`config.mk`:
```
export PLATFORM = sky130hd
export DESIGN_NAME = binary_and_text_line_deframer_core
export DESIGN_NICKNAME = d
export VERILOG_FILES = /design/src/batld_pkg.sv /design/src/batld_step.sv /design/src/binary_and_text_line_deframer_core.sv
export VERILOG_INCLUDE_DIRS = /design/src /design/src/src
export SDC_FILE = /design/constraint.sdc
export NUM_CORES = 1
export LEC_CHECK = 0
export BUFFER_PORTS_ARGS = -buffer_cell sky130_fd_sc_hd__buf_2
export CORE_UTILIZATION = 40
export CTS_CLUSTER_SIZE = 40
export DETAILED_ROUTE_END_ITERATION = 8
export GPL_TIMING_DRIVEN = 0
export SLEW_MARGIN = 20
export SYNTH_ARGS = -nofsm -noshare
export SYNTH_HDL_FRONTEND = slang
export SYNTH_HIERARCHICAL = 1
export SYNTH_SLANG_ARGS = --single-unit
export TNS_END_PERCENT = 5
```
`constraint.sdc`:
```
create_clock -name clk_i -period 3.96 [get_ports clk_i]
set_clock_uncertainty 0.2 [all_clocks]
set_input_delay 0.396 -clock clk_i [delete_from_list [all_inputs] [get_ports clk_i]]
set_output_delay 0.396 -clock clk_i [all_outputs]
set_load 0.05 [all_outputs]
```
`src/binary_and_text_line_deframer_core_defines.svh`:
```
// ----------------------------------------------------------------------------
// Deframer assertion macros
// Concurrent assertion wrappers on clk_i / rst_ni, empty when SYNTH is set.
// ----------------------------------------------------------------------------
`ifndef BINARY_AND_TEXT_LINE_DEFRAMER_CORE_DEFINES_SVH
`define BINARY_AND_TEXT_LINE_DEFRAMER_CORE_DEFINES_SVH

`ifndef SYNTH
// Check a property on every clock edge outside reset
`define BATLD_ASSERT(lbl, prop, msg) \
  lbl: assert property (@(posedge clk_i) disable iff (!rst_ni) prop) else $error(msg);
// Check a property on every clock edge, reset included
`define BATLD_ASSERT_ALWAYS(lbl, prop, msg) \
  lbl: assert property (@(posedge clk_i) prop) else $error(msg);
`else
`define BATLD_ASSERT(lbl, prop, msg)
`define BATLD_ASSERT_ALWAYS(lbl, prop, msg)
`endif

`endif

```
`src/batld_pkg.sv`:
```
// ----------------------------------------------------------------------------
// Deframer package
// Sync and line characters, end kinds and the frame state and result types.
// ----------------------------------------------------------------------------
package batld_pkg;

  localparam logic [7:0]  SyncFirst    = 8'hA0;
  localparam logic [7:0]  SyncSecond   = 8'hA1;
  localparam logic [7:0]  CharCr       = 8'h0D;
  localparam logic [7:0]  CharLf       = 8'h0A;
  localparam logic [16:0] BinLfOffset  = 17'd6;
  localparam logic [15:0] MaxLenReset  = 16'd4096;

  typedef enum logic [1:0] {
    KIND_NONE     = 2'd0,
    KIND_BINARY   = 2'd1,
    KIND_TEXT     = 2'd2,
    KIND_OVERFLOW = 2'd3
  } end_kind_e;

  typedef struct packed {
    logic [15:0] byte_count;
    logic        header_seen;
    logic [7:0]  previous_byte;
    logic [7:0]  first_byte;
    logic [7:0]  length_high;
    logic [7:0]  length_low;
  } frame_state_t;

  localparam frame_state_t FrameStateClear = '{
    byte_count:    16'd0,
    header_seen:   1'b0,
    previous_byte: 8'd0,
    first_byte:    8'd0,
    length_high:   8'd0,
    length_low:    8'd0
  };

  typedef struct packed {
    logic [7:0]  out_byte;
    logic [15:0] byte_position;
    logic        restart;
    logic        frame_last;
    end_kind_e   end_kind;
    logic [15:0] frame_length;
  } result_t;

endpackage

```
`src/batld_step.sv`:
```
// ----------------------------------------------------------------------------
// Deframer byte step
// Next frame state and result for one byte, from the current frame state.
// ----------------------------------------------------------------------------
module batld_step import batld_pkg::*; (
  input  logic [7:0]   rx_byte_i,
  input  logic [15:0]  max_frame_len_i,
  input  frame_state_t state_i,
  output frame_state_t state_o,
  output result_t      result_o
);

  logic [15:0] limit;
  logic [15:0] pos;
  logic [16:0] pos_inc;
  logic [16:0] bin_lf_pos;
  logic        is_restart;
  logic        is_crlf;
  end_kind_e   kind;
  frame_state_t nxt;

  assign limit      = max_frame_len_i - 16'd1;
  assign pos        = state_i.byte_count;
  assign pos_inc    = {1'b0, pos} + 17'd1;
  assign bin_lf_pos = {1'b0, state_i.length_high, state_i.length_low} + BinLfOffset;

  // Detect header re-anchor and line end
  assign is_restart = (pos != 16'd0) && !state_i.header_seen &&
                      (rx_byte_i == SyncSecond) && (state_i.previous_byte == SyncFirst);
  assign is_crlf    = (pos != 16'd0) && (rx_byte_i == CharLf) &&
                      (state_i.previous_byte == CharCr);

  // Classify the byte and advance the frame state
  always_comb begin
    nxt  = state_i;
    kind = KIND_NONE;
    if (is_restart) begin
      nxt.byte_count    = 16'd2;
      nxt.header_seen   = 1'b1;
      nxt.previous_byte = rx_byte_i;
      nxt.first_byte    = SyncFirst;
      nxt.length_high   = 8'd0;
      nxt.length_low    = 8'd0;
    end else begin
      if (is_crlf) begin
        if (state_i.first_byte == SyncFirst) begin
          if ({1'b0, pos} == bin_lf_pos) begin
            kind = KIND_BINARY;
          end else begin
            nxt.header_seen = 1'b0;
          end
        end else begin
          kind = KIND_TEXT;
        end
      end
      if (kind == KIND_NONE) begin
        unique case (pos)
          16'd0:   nxt.first_byte  = rx_byte_i;
          16'd2:   nxt.length_high = rx_byte_i;
          16'd3:   nxt.length_low  = rx_byte_i;
          default: ;
        endcase
        nxt.previous_byte = rx_byte_i;
        nxt.byte_count    = pos_inc[15:0];
        if (pos_inc >= {1'b0, limit}) begin
          kind = KIND_OVERFLOW;
        end
      end
    end
    // Drop the frame once it closes
    state_o = (kind != KIND_NONE) ? FrameStateClear : nxt;
  end

  // Build the result
  always_comb begin
    result_o.out_byte      = rx_byte_i;
    result_o.byte_position = is_restart ? 16'd1 : pos;
    result_o.restart       = is_restart;
    result_o.frame_last    = (kind != KIND_NONE);
    result_o.end_kind      = kind;
    result_o.frame_length  = (kind != KIND_NONE) ? pos_inc[15:0] : 16'd0;
  end

endmodule

```
`src/binary_and_text_line_deframer_core.sv`:
```
// ----------------------------------------------------------------------------
// Binary and text line deframer
// Frames a byte stream of A0 A1 binary messages and CR LF text lines.
// ----------------------------------------------------------------------------
// Usage:
//   Input channel: in_valid_i / in_ready_o carry one received byte per request.
//   Output channel: out_valid_o / out_ready_i carry one result per byte: the
//   byte, its position in the frame, the restart flag, and on the closing byte
//   frame_last, end_kind and frame_length.
//   Configuration: cfg_we_i writes cfg_wdata_i into max_frame_len; write only
//   while no request is in flight.
//   Path: a byte accepted is held in the input register, then processed into
//   the result register once that register is free or being emptied, and its
//   result is offered from there.
//   Throughput: one byte per cycle while the receiver takes results, set by
//   the single step from the frame state register to the result register.
//   Reset clears the frame state, both valid flags and sets max_frame_len to
//   4096. When the receiver stalls the result register holds; the input
//   register still takes one more byte, then in_ready_o drops until the
//   result is taken.
// ----------------------------------------------------------------------------
`include "binary_and_text_line_deframer_core_defines.svh"

module binary_and_text_line_deframer_core import batld_pkg::*; (
  input  logic        clk_i,
  input  logic        rst_ni,
  input  logic        cfg_we_i,
  input  logic [15:0] cfg_wdata_i,
  input  logic        in_valid_i,
  output logic        in_ready_o,
  input  logic [7:0]  rx_byte_i,
  output logic        out_valid_o,
  input  logic        out_ready_i,
  output logic [7:0]  out_byte_o,
  output logic [15:0] byte_position_o,
  output logic        restart_o,
  output logic        frame_last_o,
  output logic [1:0]  end_kind_o,
  output logic [15:0] frame_length_o
);

  logic [15:0]  max_len_q;
  logic         in_valid_q;
  logic [7:0]   in_byte_q;
  logic         out_valid_q;
  result_t      out_q;
  frame_state_t state_q;
  frame_state_t state_d;
  result_t      result_d;
  logic         advance;

  // Move a byte on when the result register is free or being emptied
  assign advance    = in_valid_q && (!out_valid_q || out_ready_i);
  assign in_ready_o = !in_valid_q || advance;

  batld_step u_step (
    .rx_byte_i       (in_byte_q),
    .max_frame_len_i (max_len_q),
    .state_i         (state_q),
    .state_o         (state_d),
    .result_o        (result_d)
  );

  // Hold the frame length limit
  always_ff @(posedge clk_i or negedge rst_ni) begin
    if (!rst_ni) begin
      max_len_q <= MaxLenReset;
    end else if (cfg_we_i) begin
      max_len_q <= cfg_wdata_i;
    end
  end

  // Input register
  always_ff @(posedge clk_i or negedge rst_ni) begin
    if (!rst_ni) begin
      in_valid_q <= 1'b0;
    end else if (in_ready_o) begin
      in_valid_q <= in_valid_i;
    end
  end

  always_ff @(posedge clk_i) begin
    if (in_valid_i && in_ready_o) begin
      in_byte_q <= rx_byte_i;
    end
  end

  // Frame state, advanced once per processed byte
  always_ff @(posedge clk_i or negedge rst_ni) begin
    if (!rst_ni) begin
      state_q <= FrameStateClear;
    end else if (advance) begin
      state_q <= state_d;
    end
  end

  // Result register
  always_ff @(posedge clk_i or negedge rst_ni) begin
    if (!rst_ni) begin
      out_valid_q <= 1'b0;
    end else if (advance) begin
      out_valid_q <= 1'b1;
    end else if (out_ready_i) begin
      out_valid_q <= 1'b0;
    end
  end

  always_ff @(posedge clk_i) begin
    if (advance) begin
      out_q <= result_d;
    end
  end

  assign out_valid_o     = out_valid_q;
  assign out_byte_o      = out_q.out_byte;
  assign byte_position_o = out_q.byte_position;
  assign restart_o       = out_q.restart;
  assign frame_last_o    = out_q.frame_last;
  assign end_kind_o      = out_q.end_kind;
  assign frame_length_o  = out_q.frame_length;

  // Closing byte empties the frame state
  `BATLD_ASSERT(a_close_clears, advance && result_d.frame_last |=> state_q.byte_count == 16'd0, "frame state not cleared after close")
  // Restart re-anchors at position one and never closes
  `BATLD_ASSERT(a_restart_pos, out_valid_o && restart_o |-> byte_position_o == 16'd1 && !frame_last_o, "restart result malformed")
  // Closed frame length follows its last position
  `BATLD_ASSERT(a_close_len, out_valid_o && frame_last_o |-> frame_length_o == byte_position_o + 16'd1 && end_kind_o != KIND_NONE, "frame length mismatch on close")
  // Nothing is processed without a held byte
  `BATLD_ASSERT_ALWAYS(a_advance_src, advance |-> in_valid_q, "step advanced without input")

endmodule

```
==> results.py, run 1 <==
metrics = {
    "placed_design": {
        "hpwlAfterDp_um": 11510,
        "place_ws_ns": -0.6856,
        "port_buffers": 73,
        "gp_congestion": 0.8092,
    },
    "grt": {
        "antenna_found_initial": 0,
        "gr-total-overflow": 0,
        "grt_max_degree": 52,
        "grtUsageTotal_pct": 19.95,
        "grt_pass1_wl_um": 27280,
        "grt_pass1_vias": 5225,
    },
    "timing": {
        "relSlewSlack_pct": 34.97,
        "fin_crit_ns": 3.873,
        "drv_slew": 0,
        "rsz0062_at_grt": "yes",
        "finalCritPeriodShare_pct": 97.79,
        "final-hold-violation-count": 0,
        "fin_ws_ns": 0.08745,
        "hold-worst-slack_ns": 0.01216,
        "fmax_mhz": 258.2,
        "setup_viol": 0,
        "tightest_slew_ns": 0.9653,
    },
    "power": {
        "pwr-share-comb_pct": 34.5,
        "seq_power_share_pct": 34.9,
        "swShare_pct": 33.23,
        "switchingPower_mw": 1.691,
        "p_total_mw": 5.088,
        "power.leakage_nw": 3.890,
        "p_clk_share_pct": 30.5,
        "vdd_drop_max_mv": 0.2905,
        "internal_power_mw": 3.397,
        "power_density_nw_per_um2": 577.3,
    },
    "synthesis": {
        "ys_seq_elements": 119,
        "synth-edff-count": 52,
        "netlist_area_sq_um": 6922,
        "avgSynthCellArea_sq_um": 11.35,
        "synthArstFlopShare_pct": 56.30,
        "synth_ff_type": "dfrtp_1",
        "synth_cell_types": 66,
        "synth_cells": 610,
        "synth_warnings": 6,
        "syn-num-nets": 660,
        "ys_seq_area_share_pct": 46.80,
    },
    "routing": {
        "firstDrtPassIters": 4,
        "wl_per_cell_um": 17.47,
        "ant_nets": 0,
        "num_vias": 5156,
        "totalWireLength_um": 17110,
        "drt-vias-per-instance": 5.267,
        "drc": 0,
        "drt-initial-drc-count": 321,
    },
    "worst_setup_path": {
        "reg2reg_from": "state_q[34]",
        "setup.worst_path.start_class": "flop",
        "crit_fanout": 7,
        "r2r_slack_ns": 0.09,
        "crit_type": "reg2reg",
        "worstSetupEndpointType": "flop",
        "cp.required_ns": 4.11,
        "crit_arrival_ns": 4.03,
        "reg2regPathDepth": 15,
        "r2r_end": "state_q[5]",
    },
    "clock_tree": {
        "cts.clk_slew.worst_paths_ns": 0.05,
        "clk_path_buf_depth": 2,
        "ctsHtreeMaxLevel": 4,
        "clockRootBuffer": "clkbuf_16",
        "cts_sinks": 119,
        "clk_latency_ns": 0.42,
        "cts_tree": "built",
        "cts_inserted_buffers": 17,
    },
    "floorplan": {
        "start_util_pct": 41.30,
        "ios": 75,
        "die-area_sq_um": 17830,
        "core_sq_um": 16760,
        "die_h_um": 133.5,
        "rows": 47,
        "die_width_um": 133.5,
    },
    "hold_path": {
        "hp-start": "cfg_wdata_i[11]",
        "whs_endpoint": "max_len_q[11]",
        "min_path_type": "in2reg",
        "hold_depth": 2,
    },
    "layout": {
        "seq_area_sq_um": 3246,
        "fillCellCount": 1465,
        "nNetsFinal": 796,
        "drive_above_1_share_pct": 37.94,
        "n_antenna_cell": 0,
        "multiInputGateArea_sq_um": 3483,
        "areaGrowthSynthToFinish_pct": 27.33,
    },
    "run_status": {
        "outcome": "finished, final reports clean",
    },
    "flow_run": {
        "drv_cap": 0,
    },
}
## state kept, by name, indices dropped and copies added (netlist names)
signal and count:
in_byte_q 8, in_valid_q 1, out_valid_o 1, end_kind_o 2, frame_last_o 1, byte_position_o 16, state_q 49, max_len_q 16
frame_length_o 16, restart_o 1, out_byte_o 8
## synth_stat cells (all sizes together), types with 3 or more instances
cell | number | area [sq um]
a21o | 7 | 52.55
xnor2 | 30 | 262.8
o21ai | 15 | 75.07
and4 | 3 | 26.28
nand4 | 15 | 100.1
and3 | 5 | 31.28
edfxtp | 52 | 1562
a21oi | 32 | 201.4
buf | 26 | 215.2
mux2 | 65 | 915.9
nor4 | 10 | 77.57
nor4b | 3 | 26.28
and2 | 21 | 131.4
nand2 | 39 | 153.9
or3 | 4 | 30.03
nand3b | 4 | 30.03
xor2 | 16 | 140.1
nor2 | 51 | 191.4
or4 | 6 | 50.05
nor3 | 8 | 40.04
inv | 35 | 131.4
dfrtp | 66 | 1652
nand2b | 4 | 32.53
clkbuf | 13 | 48.80
ha | 21 | 262.8
nand3 | 16 | 80.08
nor2b | 7 | 43.79
a22oi | 3 | 22.52
## routing by layer
layer / vias up / global-route usage [%] / part of all wire [%]
li1: 2437 / - / -
met1: 2553 / 25.54 / 45
met2: 142 / 32.99 / 48
met3: 24 / 4.642 / 4.5
met4: 0 / 7.008 / 1.9
met5: - / 0 / 0
## how the worst max path moves through the flow
| stage | from | end | slack, ns | depth (start not counted) |
|---|---|---|---|---|
| floorplan | max_len_q[2] | state_q[8] | 0.20 | 17 |
| global placement | state_q[33] | end_kind_o[0] | -0.66 | 15 |
| detailed placement | state_q[33] | end_kind_o[0] | -0.69 | 15 |
| CTS | max_len_q[4] | state_q[13] | -0.04 | 19 |
| global route | max_len_q[2] | state_q[33] | -0.06 | 16 |
| finish | state_q[34] | state_q[5] | 0.09 | 15 |
## layout by cell type (no fill, tap or decap), types with 4 or more instances in the layout
cell and count:
buf_2 79, dfrtp_1 61, edfxtp_1 52, mux2_4 49
nor2_1 49, nand2_1 38, buf_4 35, inv_1 33
xnor2_1 30, a21oi_2 27, and2_1 21, clkbuf_16 18
ha_1 18, dlygate4sd3_1 17, mux2_2 16, nand3_1 16
nand4_1 14, xor2_1 14, o21ai_0 14, clkbuf_1 11
buf_6 10, nor4_1 7, nor3_1 7, nor2b_1 7
a21o_1 6, dfrtp_2 5, and3_1 5, nand3b_1 4
clkinv_2 4
## final cells by class
cell class | instances | area share (%)
plain buffers | 38 | 3.251
clock buffers | 23 | 5.309
clock inverters | 9 | 1.420
inverters | 35 | 1.491
multi-input cells | 417 | 39.52
flip-flops and latches | 119 | 36.83
well taps | 220 | 3.123
repair buffers | 118 | 9.057
## cell families after synthesis
kind of cell,Yosys count,synth area share [%]
and+or+nand+nor,204,16.11
adders and majority gates,21,3.796
DFF,119,46.80
AOI/OAI and AO/OA,78,7.900
buffers and inverters,74,5.712
muxes,67,13.52
xor gates and xnor gates,47,6.164
## power groups by stage
stage	clock, mW	combinational, mW	sequential [mW]
floorplan	0	1.12	1.86
global placement	0	1.49	1.79
detailed placement	0	1.55	1.80
CTS	1.58	1.65	1.77
global route	1.63	1.91	1.81
finish	1.55	1.76	1.78
## metrics by stage
| step | instances | area (sq um) | utilization, % | TNS [ns] |
|---|---|---|---|---|
| global route | 979 | 8813 | 52.59 | -0.9718 |
| CTS | 969 | 8613 | 51.39 | -0.5803 |
| detailed placement | 905 | 7614 | 45.43 | -33.43 |
| floorplan | 610 | 6922 | - | 0 |
| finish | 979 | 8813 | 52.59 | 0 |
| global placement | 903 | 7562 | 45.12 | -30.66 |
## worst max-delay path, stage by stage, from the launching register on
cell and delay (ns):
dfrtp_2 0.43, and3_1 0.18, nand3_1 0.16, or2_2 0.38
nor2_1 0.15, xnor2_1 0.20, inv_1 0.09, ha_1 0.32
a21o_1 0.20, a21oi_2 0.15, o221ai_2 0.13, a21o_4 0.23
or4_4 0.51, buf_4 0.21, a21oi_2 0.12, mux2_4 0.15
## what timing repair did
item	CTS	global route
endpoints found under the setup margin	66	64
hold buffers	17	0
buffers inserted	15	11
cloned	0	1
resized for setup	36	31
endpoints found under the hold margin	83	0
pin swaps	9	16
(Power assumes the default switching activity.)
==> run 2: changes to the inputs <==
--- a/config.mk
+++ b/config.mk
@@ -8,6 +8,7 @@
 export LEC_CHECK = 0
 export BUFFER_PORTS_ARGS = -buffer_cell sky130_fd_sc_hd__buf_2
 export CORE_UTILIZATION = 40
+export CTS_BUF_LIST = sky130_fd_sc_hd__clkbuf_8
 export CTS_CLUSTER_SIZE = 40
 export DETAILED_ROUTE_END_ITERATION = 8
 export GPL_TIMING_DRIVEN = 0
==> run 2 against run 1 <==
Net effect: count of clock-buffer cells in the layout shrank 4; clock power shrank 27%; routed wire length shrank 1.4%; register-to-register slack lost 0.05 ns; largest cell class unchanged; critical path depth grew 2; critical path type unchanged; via count is essentially flat; hold slack gained 0.042 ns; sequential power is essentially flat; combinational power is essentially flat.
==> results.py, run 2 (synthesis results as in run 1) <==
metrics = {
    "worst_setup_path": {
        "cp.required_ns": 4.15,
        "crit_arrival_ns": 4.11,
        "crit_type": "reg2reg",
        "setup.worst_path.start_class": "flop",
        "r2r_slack_ns": 0.04,
        "worstSetupEndpointType": "flop",
        "reg2regPathDepth": 17,
        "crit_fanout": 6,
        "reg2reg_from": "state_q[34]",
        "r2r_end": "state_q[48]",
    },
    "flow_run": {
        "drv_cap": 0,
    },
    "floorplan": {
        "core_sq_um": 16760,
        "die-area_sq_um": 17830,
        "die_h_um": 133.5,
        "rows": 47,
        "ios": 75,
        "start_util_pct": 41.30,
        "die_width_um": 133.5,
    },
    "layout": {
        "nNetsFinal": 805,
        "largest_reg_flops": 49,
        "drive_above_1_share_pct": 37.50,
        "layout_common_cells": "buf_2, dfrtp_1, edfxtp_1",
        "final_cells": 988,
        "top_register": "state_q",
        "final_core_util_pct": 51.75,
        "n_antenna_cell": 0,
        "areaGrowthSynthToFinish_pct": 25.31,
        "layout_commonest_cell": "buf_2",
    },
    "routing": {
        "num_vias": 5160,
        "totalWireLength_um": 16860,
        "drt-vias-per-instance": 5.223,
        "drc": 0,
        "wl_per_cell_um": 17.06,
        "firstDrtPassIters": 5,
        "drt-initial-drc-count": 294,
        "ant_nets": 0,
    },
    "timing": {
        "tightest_slew_ns": 0.9723,
        "setup_viol": 0,
        "relSlewSlack_pct": 34.50,
        "finalCritPeriodShare_pct": 99.05,
        "final-hold-violation-count": 0,
        "tns_ns": 0,
        "fin_ws_ns": 0.03777,
        "fin_crit_ns": 3.922,
        "drv_slew": 0,
        "fmax_mhz": 255.0,
        "rsz0062_at_grt": "yes",
    },
    "clock_tree": {
        "cts_tree": "built",
        "ctsHtreeMaxLevel": 4,
        "cts_inserted_buffers": 17,
        "cts.clk_slew.worst_paths_ns": 0.07,
        "clk_latency_ns": 0.45,
        "clockRootBuffer": "clkbuf_8",
        "cts_sinks": 119,
        "clk_path_buf_depth": 2,
    },
    "power": {
        "power_density_nw_per_um2": 534.6,
        "power.leakage_nw": 3.844,
        "vdd_drop_max_mv": 0.2651,
    },
    "hold_path": {
        "min_path_type": "in2reg",
        "hold_depth": 3,
        "whs_endpoint": "out_valid_o",
        "hp-start": "out_ready_i",
    },
    "placed_design": {
        "port_buffers": 73,
        "gp_congestion": 0.8092,
        "place_ws_ns": -0.6856,
        "placed_cells": 905,
        "hpwlAfterDp_um": 11510,
    },
    "grt": {
        "grt_pass1_wl_um": 26960,
        "grtUsageTotal_pct": 19.51,
        "grt_pass1_vias": 5203,
        "grt_max_degree": 52,
        "gr-total-overflow": 0,
        "antenna_found_initial": 0,
    },
    "run_status": {
        "outcome": "finished, final reports clean",
    },
}
-- run 2: cell count changes in the layout (fill, tap and decap cells not counted), moves of 4 or more --
| cell | previous run | this run |
|---|---|---|
| clkbuf_16 | 18 | 0 |
| clkbuf_8 | 2 | 19 |
| dlygate4sd3_1 | 17 | 26 |
| a21oi_1 | 3 | 8 |
| clkbuf_1 | 11 | 7 |
| inv_1 | 33 | 37 |
-- run 2: stage by stage --
step / area [sq um] / power, mW / hold slack [ns]
after floorplan: 6922 / 2.977 / -0.09959
after global placement: 7562 / 3.283 / 0.2896
after detailed placement: 7614 / 3.350 / 0.08859
after CTS: 8452 / 4.555 / 0.03882
after global routing: 8673 / 4.894 / 0.03844
final: 8673 / 4.637 / 0.05447
-- run 2: timing repair --
item / 4_1_cts / 5_1_grt
gates resized for setup: 23 / 40
hold endpoints to repair: 92 / 0
hold buffers: 26 / 0
buffers inserted: 13 / 12
setup endpoints to repair: 66 / 61
pin swaps: 7 / 12
-- run 2: layer usage --
metal  vias to the layer above  wire length, um  track usage, %  share of wire, %
met2                       128             8006           31.60                47
met5                         -                0               0                 0
met1                      2556             7786           25.45                46
met4                         0              342           7.323               2.0
li1                       2450                -               -                 -
met3                        26              725           4.376               4.3
-- run 2: worst max path at each step --
stage	start	endpoint	slack, ns	depth (start not counted)
after global routing	max_len_q[2]	state_q[48]	-0.11	18
after detailed placement	state_q[33]	end_kind_o[0]	-0.69	15
after global placement	state_q[33]	end_kind_o[0]	-0.66	15
after CTS	max_len_q[4]	state_q[13]	-0.004	17
after floorplan	max_len_q[2]	state_q[8]	0.20	17
final	state_q[34]	state_q[48]	0.04	17
-- run 2: power breakdown --
part | leakage (nW) | total [mW] | internal [mW] | switching (mW)
sequential | 1.34 | 1.78 | 1.53 | 0.249
clock | 0.216 | 1.13 | 0.641 | 0.485
combinational | 2.29 | 1.73 | 0.840 | 0.893
total | 3.84 | 4.64 | 3.01 | 1.63
-- run 2: area by class of cell --
cell class	count	area, sq um
Multi-Input combinational cell	417	3470
Clock buffer	19	261.5
Buffer	39	279.0
Clock inverter	13	140.1
Timing Repair Buffer	126	870.8
Inverter	35	131.4
Fill cell	1493	8087
Tap cell	220	275.3
Sequential cell	119	3246
-- run 2: critical path: stages (launching register included) --
cell and delay (ns):
dfrtp_2 0.42, and3_1 0.17, nand3_1 0.15, or2_2 0.39
nor2_2 0.18, xnor2_2 0.18, inv_1 0.09, ha_1 0.32
a21o_1 0.20, a21oi_2 0.16, o221ai_2 0.14, a21o_4 0.24
or4_4 0.42, buf_6 0.15, buf_6 0.13, buf_6 0.11
a21oi_2 0.09, mux2_4 0.14
==> run 3: changes to the inputs <==
--- a/config.mk
+++ b/config.mk
@@ -12,6 +12,7 @@
 export CTS_CLUSTER_SIZE = 40
 export DETAILED_ROUTE_END_ITERATION = 8
 export GPL_TIMING_DRIVEN = 0
+export MAX_ROUTING_LAYER = met4
 export SLEW_MARGIN = 20
 export SYNTH_ARGS = -nofsm -noshare
 export SYNTH_HDL_FRONTEND = slang
==> run 3 against run 2 <==
Net effect: final area increased by 1.9%; sequential share of layout area shrank 0.69 points; flip-flop and latch count unchanged; via count up 0.70%; hold slack worse by 0.013 ns; setup slack better by 0.079 ns; first-iteration DRC count grew 17%; count of clock-buffer cells in the layout did not move; global-route usage rose by 1.2 points; register-to-register slack better by 0.08 ns.
==> results.py, run 3 (synthesis results as in run 1) <==
metrics = {
    "run_status": {
        "outcome": "finished, final reports clean",
    },
    "layout": {
        "final_core_util_pct": 52.73,
        "final_cells": 999,
        "layout_commonest_cell": "buf_2",
        "layout_common_cells": "buf_2, dfrtp_1, edfxtp_1",
        "design_area_sq_um": 8837,
        "areaGrowthSynthToFinish_pct": 27.68,
        "largest_reg_flops": 49,
        "nNetsFinal": 815,
        "drive_above_1_share_pct": 39.07,
        "top_register": "state_q",
    },
    "grt": {
        "antenna_found_initial": 0,
        "grt_max_degree": 52,
        "gr-total-overflow": 0,
        "grtUsageTotal_pct": 20.70,
        "grt_pass1_vias": 5342,
        "grt_pass1_wl_um": 27430,
    },
    "floorplan": {
        "ios": 75,
        "core_sq_um": 16760,
        "die_h_um": 133.5,
        "die_width_um": 133.5,
        "die-area_sq_um": 17830,
        "rows": 47,
        "start_util_pct": 41.30,
    },
    "placed_design": {
        "port_buffers": 73,
        "postPlaceCellArea_sq_um": 7614,
        "hpwlAfterDp_um": 11640,
        "place_ws_ns": -0.6502,
        "gp_congestion": 0.8173,
        "placed_cells": 905,
    },
    "routing": {
        "drt-initial-drc-count": 345,
        "firstDrtPassIters": 4,
        "drc": 0,
        "ant_nets": 0,
        "totalWireLength_um": 17080,
        "wl_per_cell_um": 17.10,
        "num_vias": 5196,
        "drt-vias-per-instance": 5.201,
    },
    "worst_setup_path": {
        "crit_type": "reg2reg",
        "setup.worst_path.start_class": "flop",
        "cp.required_ns": 3.92,
        "worstSetupEndpointType": "flop",
        "crit_arrival_ns": 3.81,
        "crit_fanout": 10,
    },
    "timing": {
        "fmax_mhz": 260.2,
        "final-hold-violation-count": 0,
        "finalCritPeriodShare_pct": 97.06,
        "relSlewSlack_pct": 39.21,
        "fin_ws_ns": 0.1166,
        "tightest_slew_ns": 0.9024,
        "rsz0062_at_grt": "no",
        "fin_crit_ns": 3.843,
        "setup_viol": 0,
        "drv_slew": 0,
    },
    "power": {
        "vdd_drop_max_mv": 0.2791,
        "power_density_nw_per_um2": 543.1,
        "power.leakage_nw": 3.885,
    },
    "clock_tree": {
        "clk_path_buf_depth": 2,
        "clockRootBuffer": "clkbuf_8",
        "clk_latency_ns": 0.45,
        "cts_tree": "built",
        "cts_sinks": 119,
        "cts_inserted_buffers": 17,
        "cts.clk_slew.worst_paths_ns": 0.07,
        "ctsHtreeMaxLevel": 4,
    },
    "flow_run": {
        "drv_cap": 0,
    },
    "hold_path": {
        "min_path_type": "in2reg",
    },
}
==> run 3: cell count changes in the layout (fill, tap and decap cells not counted), moves of 3 or more <==
cell | before | now
a21oi_2 | 24 | 20
inv_1 | 37 | 34
nor2_2 | 5 | 2
clkinvlp_4 | 2 | 6
buf_4 | 35 | 46
buf_6 | 12 | 8
clkbuf_4 | 1 | 4
==> run 3: path summary, 6_finish.rpt <==
path / start / end / slack, ns / cells past startpoint
max: max_len_q[3] / end_kind_o[0] / 0.12 / 16
min: out_ready_i / out_valid_o / 0.04 / 3
max reg2reg: max_len_q[3] / end_kind_o[0] / 0.12 / 16
min reg2reg: state_q[7] / state_q[7] / 0.31 / 1
max in group asynchronous: rst_ni / state_q[13] / 2.84 / 3
min in group asynchronous: rst_ni / max_len_q[14] / 0.16 / 2
==> run 3: stage by stage <==
step | hold slack (ns) | power [mW] | setup TNS (ns)
6_report | 0.04097 | 4.800 | 0
5_1_grt | 0.05436 | 5.062 | 0
4_1_cts | 0.01599 | 4.690 | -0.2872
3_5_place_dp | 0.08876 | 3.358 | -32.04
3_3_place_gp | 0.2898 | 3.285 | -30.58
2_1_floorplan | -0.09959 | 2.977 | 0
==> run 3: what timing repair did <==
item	4_1_cts	5_1_grt
pin swaps	6	14
gates resized for setup	25	44
endpoints found under the setup margin	66	56
hold endpoints to repair	92	0
buffers inserted	16	18
gates cloned	0	1
hold buffers	26	0
==> run 3: layout make-up <==
class | count | area (sq um)
Antenna cell | 1 | 2.502
Buffer | 39 | 299.0
Clock buffer | 19 | 261.5
Clock inverter | 13 | 178.9
Fill cell | 1472 | 7923
Inverter | 35 | 131.4
Multi-Input combinational cell | 417 | 3507
Sequential cell | 119 | 3246
Tap cell | 220 | 275.3
Timing Repair Buffer | 136 | 935.9
==> run 3: worst max-delay path, stage by stage (launching register included) <==
cell and delay, ns:
dfrtp_1 0.39, nor3_2 0.22, nand2b_1 0.13, nor4_2 0.22, nand2_1 0.12, buf_4 0.14
buf_4 0.12, xor2_1 0.16, ha_2 0.20, a21o_1 0.16, a21o_1 0.18, a21oi_2 0.14
o221ai_2 0.15, a21o_4 0.24, o31ai_4 0.38, clkbuf_4 0.33, nor2_1 0.09
==> run 3: metal layers <==
metal	up-vias	track usage (%)	wire, um
li1	2471	-	-
met1	2570	26.45	7849
met2	128	32.38	8151
met3	27	4.072	710
met4	0	8.018	369
met5	-	-	0
==> run 3: report_power, final <==
group          switching [mW]  total [mW]  internal, mW
clock network           0.518        1.23         0.713
logic                   0.917        1.79         0.878
registers               0.246        1.77          1.53
total                    1.68        4.80          3.12
